==> config.mk <==
export PLATFORM = sky130hd
export DESIGN_NAME = grdda_ctrl
export DESIGN_NICKNAME = d
export VERILOG_FILES = /design/src/grdda_pkg.sv /design/src/grdda_ctrl.sv
export SDC_FILE = /design/constraint.sdc
export NUM_CORES = 1
export LEC_CHECK = 0
export BUFFER_PORTS_ARGS = -buffer_cell sky130_fd_sc_hd__buf_2
export CORE_MARGIN = 2
export CORE_UTILIZATION = 57
export DETAILED_ROUTE_END_ITERATION = 12
export GPL_ROUTABILITY_DRIVEN = 0
export PLACE_DENSITY = 0.82
export SYNTH_ARGS = -nofsm -noshare
export SYNTH_HDL_FRONTEND = slang
export SYNTH_SLANG_ARGS = --single-unit
==> constraint.sdc <==
create_clock -name clk -period 4.5 [get_ports clk]
set_input_delay 0.45 -clock clk [delete_from_list [all_inputs] [get_ports clk]]
set_output_delay 0.45 -clock clk [all_outputs]
set_load 0.005 [all_outputs]
==> src/grdda_pkg.sv <==
package grdda_pkg;

    localparam int MAP_SIZE  = 64;
    localparam int FRAC_BITS = 16;
    localparam int CW        = $clog2(MAP_SIZE);
    localparam int AW        = 2 * CW;
    localparam int DW        = 19;
    localparam int MW        = DW - 1;
    localparam int PW        = 22;
    localparam logic [31:0] SAT32 = 32'hFFFF_FFFF;

    localparam logic [7:0] CODE_WALL = 8'h31;
    localparam logic [7:0] CODE_T1   = 8'h35;
    localparam logic [7:0] CODE_T2   = 8'h36;
    localparam logic [7:0] CODE_T3   = 8'h37;
    localparam logic [7:0] CODE_T4   = 8'h38;

    // controller -> datapath commands
    typedef struct packed {
        logic load;       // capture item, start operand setup
        logic sqrt_step;  // one root digit
        logic div_init;   // start the divide for one axis
        logic div_step;   // one quotient bit
        logic div_done;   // store delta for current axis
        logic mul_x;      // side init x
        logic mul_y;      // side init y
        logic walk_step;  // take one DDA step, issue map read
        logic check;      // look at the map byte
        logic axis;       // current divide axis (0 = x)
    } grdda_cmd_t;

    // datapath -> controller status
    typedef struct packed {
        logic off_start;
        logic off_step;   // last step left the map
        logic is_wall;
    } grdda_sts_t;

    function automatic logic [2:0] trap_of(input logic [7:0] c);
        logic [2:0] t;
        case (c)
            CODE_T1: t = 3'd1;
            CODE_T2: t = 3'd2;
            CODE_T3: t = 3'd3;
            CODE_T4: t = 3'd4;
            default: t = 3'd0;
        endcase
        return t;
    endfunction

endpackage

==> src/grdda_ctrl.sv <==
module grdda_ctrl
(
    input  logic                   clk,
    input  logic                   rst_n,
    input  logic                   start,
    input  logic                   mode,
    output logic                   busy,
    output logic                   done,
    output grdda_pkg::grdda_cmd_t  cmd,
    input  grdda_pkg::grdda_sts_t  sts
);

    typedef enum logic [7:0] {
        S_IDLE = 8'b0000_0001,
        S_SQRT = 8'b0000_0010,
        S_DIVI = 8'b0000_0100,
        S_DIV  = 8'b0000_1000,
        S_MUL  = 8'b0001_0000,
        S_STEP = 8'b0010_0000,
        S_CHK  = 8'b0100_0000,
        S_DONE = 8'b1000_0000
    } state_t;

    state_t     state_reg, state_next;
    logic [5:0] cnt_reg, cnt_next;
    logic       axis_reg, axis_next;

    always_comb
    begin
        state_next = state_reg;
        cnt_next   = cnt_reg;
        axis_next  = axis_reg;
        cmd        = '0;
        cmd.axis   = axis_reg;
        done       = 1'b0;
        case (state_reg)
            S_IDLE:
            begin
                if (start && mode)
                begin
                    cmd.load   = 1'b1;
                    state_next = S_SQRT;
                    cnt_next   = '0;
                end
            end
            S_SQRT:
            begin
                cmd.sqrt_step = 1'b1;
                cnt_next      = cnt_reg + 6'd1;
                if (cnt_reg == 6'd18)
                begin
                    state_next = S_DIVI;
                    axis_next  = 1'b0;
                end
            end
            S_DIVI:
            begin
                cmd.div_init = 1'b1;
                cnt_next     = '0;
                state_next   = S_DIV;
            end
            S_DIV:
            begin
                // 35 quotient bits, then store
                cmd.div_step = 1'b1;
                cnt_next     = cnt_reg + 6'd1;
                if (cnt_reg == 6'd35)
                begin
                    cmd.div_step = 1'b0;
                    cmd.div_done = 1'b1;
                    if (axis_reg)
                    begin
                        state_next = S_MUL;
                        cnt_next   = '0;
                    end
                    else
                    begin
                        axis_next  = 1'b1;
                        state_next = S_DIVI;
                    end
                end
            end
            S_MUL:
            begin
                cmd.mul_x = (cnt_reg == 6'd0);
                cmd.mul_y = (cnt_reg == 6'd1);
                cnt_next  = cnt_reg + 6'd1;
                if (cnt_reg == 6'd1)
                    state_next = S_STEP;
            end
            S_STEP:
            begin
                if (sts.off_start)
                    state_next = S_DONE;
                else
                begin
                    cmd.walk_step = 1'b1;
                    state_next    = S_CHK;
                end
            end
            S_CHK:
            begin
                if (sts.off_step)
                    state_next = S_DONE;
                else
                begin
                    cmd.check = 1'b1;
                    state_next = sts.is_wall ? S_DONE : S_STEP;
                end
            end
            S_DONE:
            begin
                done       = 1'b1;
                state_next = S_IDLE;
            end
            default:
            begin
                state_next = S_IDLE;
            end
        endcase
    end

    assign busy = (state_reg != S_IDLE);

    always_ff @(posedge clk or negedge rst_n)
    begin
        if (!rst_n)
        begin
            state_reg <= S_IDLE;
            cnt_reg   <= '0;
            axis_reg  <= 1'b0;
        end
        else
        begin
            state_reg <= state_next;
            cnt_reg   <= cnt_next;
            axis_reg  <= axis_next;
        end
    end

endmodule

### After elaboration in Yosys (flattened, before gate mapping)

Index checks and enable logic that the tools add are counted.

* $add $sub $neg: 1
* multiply operators: 0
* divide/modulo/power cells: 0
* $lt $le $gt $ge: 0
* equal/unequal tests: 16
* shift-type cells: 0
* mux-type cells: 28
* bitwise operators: 0
* reduce and logical (&&, ||, !) cells: 8

Operators with widths (number)
* 8-bit 2-to-1 mux: 7
* 8-bit one-hot mux with 7 select lines: 1
* 6-bit one-hot mux with 4 select lines: 1
* 6-bit 2-to-1 mux: 3
* 1-bit 2-to-1 mux: 11
* 8-bit by 1-bit equality test with 1-bit output (second input constant): 1
* 8-bit by 2-bit equality test with 1-bit output (second input constant): 1
* 8-bit by 3-bit equality test with 1-bit output (second input constant): 1
* 8-bit by 4-bit equality test with 1-bit output (second input constant): 1
* 8-bit by 5-bit equality test with 1-bit output (second input constant): 1
* 8-bit by 6-bit equality test with 1-bit output (second input constant): 1
* 8-bit by 7-bit equality test with 1-bit output (second input constant): 1
* 8-bit equality test (second input constant): 1
* 2-bit inequality test (second input constant): 4
* 8-bit by 1-bit inequality test with 1-bit output (second input constant): 1
* 6-bit by 1-bit adder with 6-bit output (second input constant): 1
* 6-bit by 1-bit equality test with 1-bit output (second input constant): 1
* 6-bit by 5-bit equality test with 1-bit output (second input constant): 1
* 6-bit equality test (second input constant): 1
* 6-bit logical NOT: 1
* 2-bit 2-to-1 mux: 3
* 5-bit 2-to-1 mux: 1
* 4-bit AND reduction: 1
* 4-bit nonzero test: 1
* 6 further kinds: 6

* bits in registers: 15
* latch bits: 0
* RAM bits: 0
* bits in read-only memories: 0
* input port bits: 7
* output and inout bits: 12
* word-level logic and storage cells: 56
* memories: 0

### Longest topological paths before layout

Gate-level depths: netlist of run 1.

* depth in word-level cells: 4
* gate-level depth with buffers: 7

### Least setup slack after synthesis of run 1

Ideal clock, no wire load.

* path kind: reg-to-reg
* start point: reg cnt_reg[0]
* end point: reg cnt_reg[3]
* arrival time: 1.846 ns
* setup slack: 2.536 ns
* cell stages (with the launch flop): 7
* period minus slack after synthesis: 1.964 ns
* cell sequence: dfrtp_1 ha_1 nor4b_1 nand3_1 a211oi_1 o21ai_1 a21o_1

* word-level cells in the longest chain between the ends: 4
* elaborated cells between the ends (all ways): 5
* those cells by class: add/sub: 1; eq/ne: 1; mux: 3

Ends and longest elaborated chain
* start: declaration: RTL line grdda_ctrl.sv:25 `logic [5:0] cnt_reg, cnt_next;`
* start signal: assignment: RTL line grdda_ctrl.sv:136 `cnt_reg <= cnt_next;`
* 6-bit by 1-bit adder with 6-bit output: RTL line grdda_ctrl.sv:49, grdda_ctrl.sv:66, grdda_ctrl.sv:87
* 6-bit 2-to-1 mux: RTL line grdda_ctrl.sv:71 `if (axis_reg)`
* 6-bit 2-to-1 mux: RTL line grdda_ctrl.sv:67 `if (cnt_reg == 6'd35)`
* 6-bit one-hot mux with 4 select lines (*): RTL line grdda_ctrl.sv:36 `case (state_reg)`

Mark *: on every way between the ends. The rest lies on a longest branch, timed or not.
A chain may end at the register's enable or synchronous reset.

==> results.md, run 1 <==
* Outcome: finished clean
* Maximum count of clock buffers along a single path at 2
* Post CTS Setup Buffer Count at 0
* Count of unique library cells instantiated by Yosys at 38
* Synth Area in Adders at 0.0504
* Max-cap viol count at 0
* Number of remaining DRC errors at 0
* Compound-Gate Fraction of Synth Area at 0.144
* Synth top area cells: dfrtp_1, ha_1, nor2_1, and3_1, nor3b_1
* Yosys warnings at 0
* Hold-fix buffers, CTS at 0
* PD cells at 439 nW/um^2
* Clock-pin slew of the registers on the worst-case setup and hold paths at 0.09 ns
* Max rail drop VDD at 0.000335 V
* Die Height at 45.7 um
* Simple-gate area share of the yosys netlist at 0.352
* Flip-flop count of the largest register, all copies and words added at 8
* Fraction of the yosys area taken by sequential cells at 0.380
* Buffer type at the clock tree root: clkbuf_4
* Drt total wl at 2150 um
* Share of post-route cells with drive strength above 1 at 0.198
* Multi-input gate area at 578 sq um
* Count of instances resized after the clock tree is built at 0
* Fraction of registers with async set/reset at 1.00
* Post-layout utilization of the core at 0.658
* Sequential Area at 377 sq um
* DRT antenna net count at 0
* GRT Util Overall at 0.245
* Net count of the mapped netlist at 117
* Data arrival at the endpoint of the critical path at 2.12 ns
* Drt first pass iters at 4
* Critical setup path kind: reg2out
* Full die area at 2090 sq um
* Fin crit period at 2.57 ns
* Insertion delay to the later sink of the worst-skew pair at 0.29 ns
* Final-report setup violation count at 0
* Sinks on the clock net at 15
* Number of endpoints with negative hold slack in the final report at 0
* Element type at the critical path end: output port
* Number of I/O pins at 19
* Starting density of the core at 0.587
* Post-synthesis instance total at 106
* Maximum achievable frequency at 389 MHz
* Port-buffer cells at 18
* NumNets Final at 138
* Width of the die at 45.7 um
* Syn-to-layout area delta at 12.0%
* FP Rows at 15
* Setup TNS at 0 ns
* Leakage component of the power at 0.000582 uW
* Vias in the first global route at 835
* Startpoint type of the worst setup path: register
* Number of antenna violations at the first check in global routing at 0
* Tightest Hold Check Type: in2async
* Area of the core at 1690 sq um
* Number of synthesized register bits at 15
* Part of the cycle the worst path needs at 0.572
* Final Skew at 0.00202 ns
* Detail-routed net length per standard cell at 15.0 um
* Clock tree from TritonCTS: yes
* Unrepaired setup endpoints after global routing: no
* Maximum fanout encountered on the critical timing path at 7
* Top cell type's share of synthesized area at 0.353
* Number of enable-type register cells in the synthesized netlist at 0
* Cell with the most instances after synthesis: dfrtp_1
* Combinational family with the most area after synthesis: simple AND/OR/NAND/NOR gates
* Worst Max-Slew Pin Slew at 0.858 ns
* Pin count of the biggest net entering global routing at 16
* Post-synthesis instance area at 992 sq um
* Detailed Place HPWL at 1620 um
* Number of pins with negative max-slew slack in the final report at 0
* Mean cell area of the mapped netlist at 9.36 sq um
* Number of vias per cell after detailed routing at 6.48
* Total number of H-tree levels at 1
* Proportion of synthesized area in mux cells at 0.0101
* Required arrival time at the worst endpoint at 4.05 ns
* Total clock buffers created by CTS at 3
* Post-synth top flop: dfrtp_1
* Cell accounting for the most synthesized area: dfrtp_1
* Leading post-synthesis cells by instance count: dfrtp_1, nor2_1, and3_1
* Worst slew margin at 0.424
* Xor/xnor share of the synthesized area at 0.0265
* Overall overflow remaining after global route at 0
* Initial detailed-routing violation count at 38
* Number of fillers in the final layout at 144
* Antenna cells at 0
* Wire length of the first global-routing pass at 3640 um
* Via total after detailed routing at 926
[layout make-up]
cell class / instances / share of cell area
clock buffers: 4 / 0.0236
inverters: 5 / 0.0169
multi-input cells: 84 / 0.520
flip-flops and latches: 15 / 0.339
well taps: 17 / 0.0191
repair buffers: 18 / 0.0811
[worst paths after layout]
path                              startpoint      endpoint  slack (ns)  cells after the start
worst max-delay path            state_reg[2]        cmd[2]        1.93                      4
worst min-delay path                   rst_n  state_reg[1]        0.05                      1
max in group asynchronous              rst_n  state_reg[0]        4.15                      1
worst max register to register    cnt_reg[0]    cnt_reg[5]        2.21                      6
worst min register to register    cnt_reg[0]    cnt_reg[0]        0.57                      1
min in group clk                      sts[2]  state_reg[6]        0.35                      2
[placed cells by master, fill, tap and decap left out, types with 3 or more instances in the layout]
cell and count:
nand4b_1 3, nand2_1 4, nor3b_1 5, a21o_1 4
buf_2 18, o21ai_1 5, ha_1 4, inv_1 4
nor2b_1 3, and3_1 6, nor2_1 12, clkbuf_4 3
nand3_1 5, dfrtp_1 14, nor4_1 5
[power breakdown]
| group | internal, uW | switching [uW] | total (uW) |
|---|---|---|---|
| sequential | 158 | 28.1 | 187 |
| combinational | 93.7 | 128 | 221 |
| clock | 34.5 | 44.9 | 79.4 |
[cells by family (layout without fill, tap and decap cells)]
group	count (synthesis)	count (layout)
adders and majority gates	4	4
and+or+nand+nor	56	56
DFF	15	15
xor gates and xnor gates	3	3
muxes	1	1
buffers and inverters	7	27
AOI/OAI and AO/OA	20	20
[metrics by stage]
stage	instance area, sq um	hold WS (ns)	power, uW	std cells	setup slack (ns)
after floorplan	992	0.154	347	106	2.54
after global placement	1080	0.371	400	139	2.34
after detailed placement	1080	0.372	406	139	2.24
after CTS	1110	0.0601	485	143	1.94
after global routing	1110	0.0750	523	143	1.73
final	1110	0.0517	487	143	1.93
[routing by layer]
| layer | GRT usage | share of wire |
|---|---|---|
| met5 | 0 | 0 |
| met4 | 0.137 | 0.019 |
| met3 | 0.0437 | 0.050 |
| met2 | 0.383 | 0.48 |
| met1 | 0.319 | 0.45 |
[worst max-delay path, cell delays in order (launching register included)]
cell	delay [ns]
dfrtp_1	0.47
nor4_1	0.42
nor3b_1	0.46
nor4bb_1	0.33
buf_2	0.16
Power figures use the tool's default switching activity.
==> run 2, diff against run 1 <==
- CORE_UTILIZATION: 57 -> 48
- PLACE_DENSITY: 0.82 -> 0.73
- clock period: 4.5 -> 2.1 ns (I/O delays scaled with it)
==> run 2 against run 1 <==
Net effect:
- setup slack got worse by 1.9 ns
- count of clock-buffer cells in the layout did not move
- worst hold slack improved by 0.063 ns
- critical path depth rose by 3
- critical path type is now reg2reg
- highest routed layer unchanged
==> results.md, run 2 (same netlist as run 1, synthesis figures left out) <==
* Wire length of the first global-routing pass at 3710 um
* Element type at the critical path end: register
* Depth of the worst hold-timing path at 2
* Max-cap viol count at 0
* Pin count of the biggest net entering global routing at 16
* Vias in the first global route at 893
* Share of post-route cells with drive strength above 1 at 0.319
* Launch point of the worst hold path: sts[2]
* Clock-pin slew of the registers on the worst-case setup and hold paths at 0.09 ns
* Area of the core at 1960 sq um
* Number of I/O pins at 19
* Post-layout utilization of the core at 0.631
* Buffer type at the clock tree root: clkbuf_4
* Critical path's slowest cell: dfrtp_1
* PD cells at 960 nW/um^2
* Flip-flop count of the largest register, all copies and words added at 8
* Clock tree from TritonCTS: yes
* Worst Max-Slew Pin Slew at 0.489 ns
* Detailed Place HPWL at 1680 um
* Number of vias per cell after detailed routing at 5.80
* Number of fillers in the final layout at 173
* Non-Filler Instances at 162
* Routing usage on met2 at 0.349
* GRT busiest layer: met2
* Share of total power in the clock network at 0.140
* Port-buffer cells at 18
* Max rail drop VDD at 0.000496 V
* Data arrival at the endpoint of the critical path at 2.23 ns
* Worst hold endpoint: state_reg[6]
* Leakage component of the power at 0.000635 uW
* Final-report setup violation count at 0
* Maximum count of clock buffers along a single path at 2
* Part of the total power dissipated in combinational logic at 0.520
* Full die area at 2450 sq um
* Number of remaining DRC errors at 0
* DRT antenna net count at 0
* Total clock buffers created by CTS at 3
* Tightest Hold Check Type: in2reg
* Net load switching power at 474 uW
* Fin crit period at 2.06 ns
* Antenna cells at 0
* Via total after detailed routing at 940
* Drt first pass iters at 4
* Setup slack, reg-to-reg at 0.04 ns
* Outcome: finished clean
* Starting density of the core at 0.506
* Total number of H-tree levels at 1
* Width of the die at 49.5 um
* Worst slew margin at 0.671
* Insertion delay to the later sink of the worst-skew pair at 0.28 ns
* Number of endpoints with negative hold slack in the final report at 0
* Initial detailed-routing violation count at 18
* Drt total wl at 2310 um
* Sinks on the clock net at 15
* NumNets Final at 147
* Met3 capacity usage during global routing at 0.0303
* P_int at 714 uW
* Required arrival time at the worst endpoint at 2.27 ns
* Critical register-to-register path startpoint: state_reg[5]
* Critical setup path kind: reg2reg
* Overall overflow remaining after global route at 0
* Part of the cycle the worst path needs at 0.980
* Startpoint type of the worst setup path: register
* Setup TNS at 0 ns
* Share of total power in sequential cells at 0.340
* Number of antenna violations at the first check in global routing at 0
* Commonest non-fill, non-tap cell in the layout: buf_2
* Total instance count after detailed placement at 155
* Worst path most repeated cell: buf_4
* Switching share of total power at 0.399
* GRT Util Overall at 0.193
* Met1 demand-to-capacity share in global routing at 0.217
* Number of pins with negative max-slew slack in the final report at 0
* Reg-to-Reg End: state_reg[1]
* Die Height at 49.5 um
* Longest individual stage delay on the worst path at 0.40 ns
* Syn-to-layout area delta at 24.7%
* Maximum achievable frequency at 486 MHz
* Count of buffering cells on the critical path with inverters included at 2
* FP Rows at 16
* Final Skew at 0.00396 ns
* Maximum fanout encountered on the critical timing path at 6
* Most frequent cells in the layout: buf_2, dfrtp_1, nor2_1, buf_4, and3_1
* Top delay family on crit path: simple AND/OR/NAND/NOR gates
* Cell depth of the worst flop-to-flop path at 7
* Cell Chain, Critical Path: buf_4 -> nor4_1 -> nand4b_1 -> o221ai_1 -> buf_4 -> nor2_1 -> o22a_1
* Detail-routed net length per standard cell at 14.2 um
-- run 2: final cells by class --
cell class                      instances  area [sq um]  area share
Multi-Input combinational cell         84           619       0.501
Sequential cell                        15           379       0.306
Timing Repair Buffer                   27           160       0.129
Tap cell                               27          33.8      0.0273
Clock buffer                            4          26.3      0.0212
Inverter                                5          18.8      0.0152
-- run 2: routing by layer --
metal / vias up / part of all wire / wire length, um
li1: 456 / - / -
met1: 448 / 0.43 / 991
met2: 25 / 0.52 / 1200
met3: 11 / 0.026 / 61
met4: 0 / 0.024 / 55
met5: - / 0 / 0
-- run 2: power groups by stage --
| stage | Sequential, uW | Clock, uW | Combinational [uW] |
|---|---|---|---|
| 6_report | 404 | 167 | 617 |
| 3_5_place_dp | 401 | 0 | 524 |
| 4_1_cts | 395 | 165 | 548 |
| 3_3_place_gp | 397 | 0 | 505 |
| 5_1_grt | 413 | 182 | 679 |
| 2_1_floorplan | 388 | 0 | 355 |
-- run 2: per-stage QoR --
step | setup slack (ns) | instance area, sq um | total power [uW] | hold WS, ns
after floorplan | 0.136 | 992 | 743 | -0.0856
after global placement | 0.129 | 1140 | 901 | 0.129
after detailed placement | 0.0138 | 1140 | 925 | 0.138
after CTS | 0.00344 | 1190 | 1110 | 0.119
after global routing | -0.0545 | 1240 | 1270 | 0.122
final | 0.0428 | 1240 | 1190 | 0.114
-- run 2: worst max-delay path by stage --
stage	from	slack, ns	end	depth (start not counted)
final	state_reg[5]	0.04	state_reg[1]	7
after global routing	state_reg[5]	-0.05	cnt_reg[2]	8
after CTS	state_reg[0]	0.003	cnt_reg[3]	6
after detailed placement	state_reg[0]	0.01	cnt_reg[3]	6
after global placement	state_reg[0]	0.13	cnt_reg[5]	6
after floorplan	cnt_reg[0]	0.14	cnt_reg[3]	6
-- run 2: timing repair --
action,in CTS,in global routing
endpoints found under the hold margin,14,0
pin swaps,0,2
setup buffers,1,1
gates resized for setup,1,10
hold buffers,1,0
setup endpoints to repair,1,8
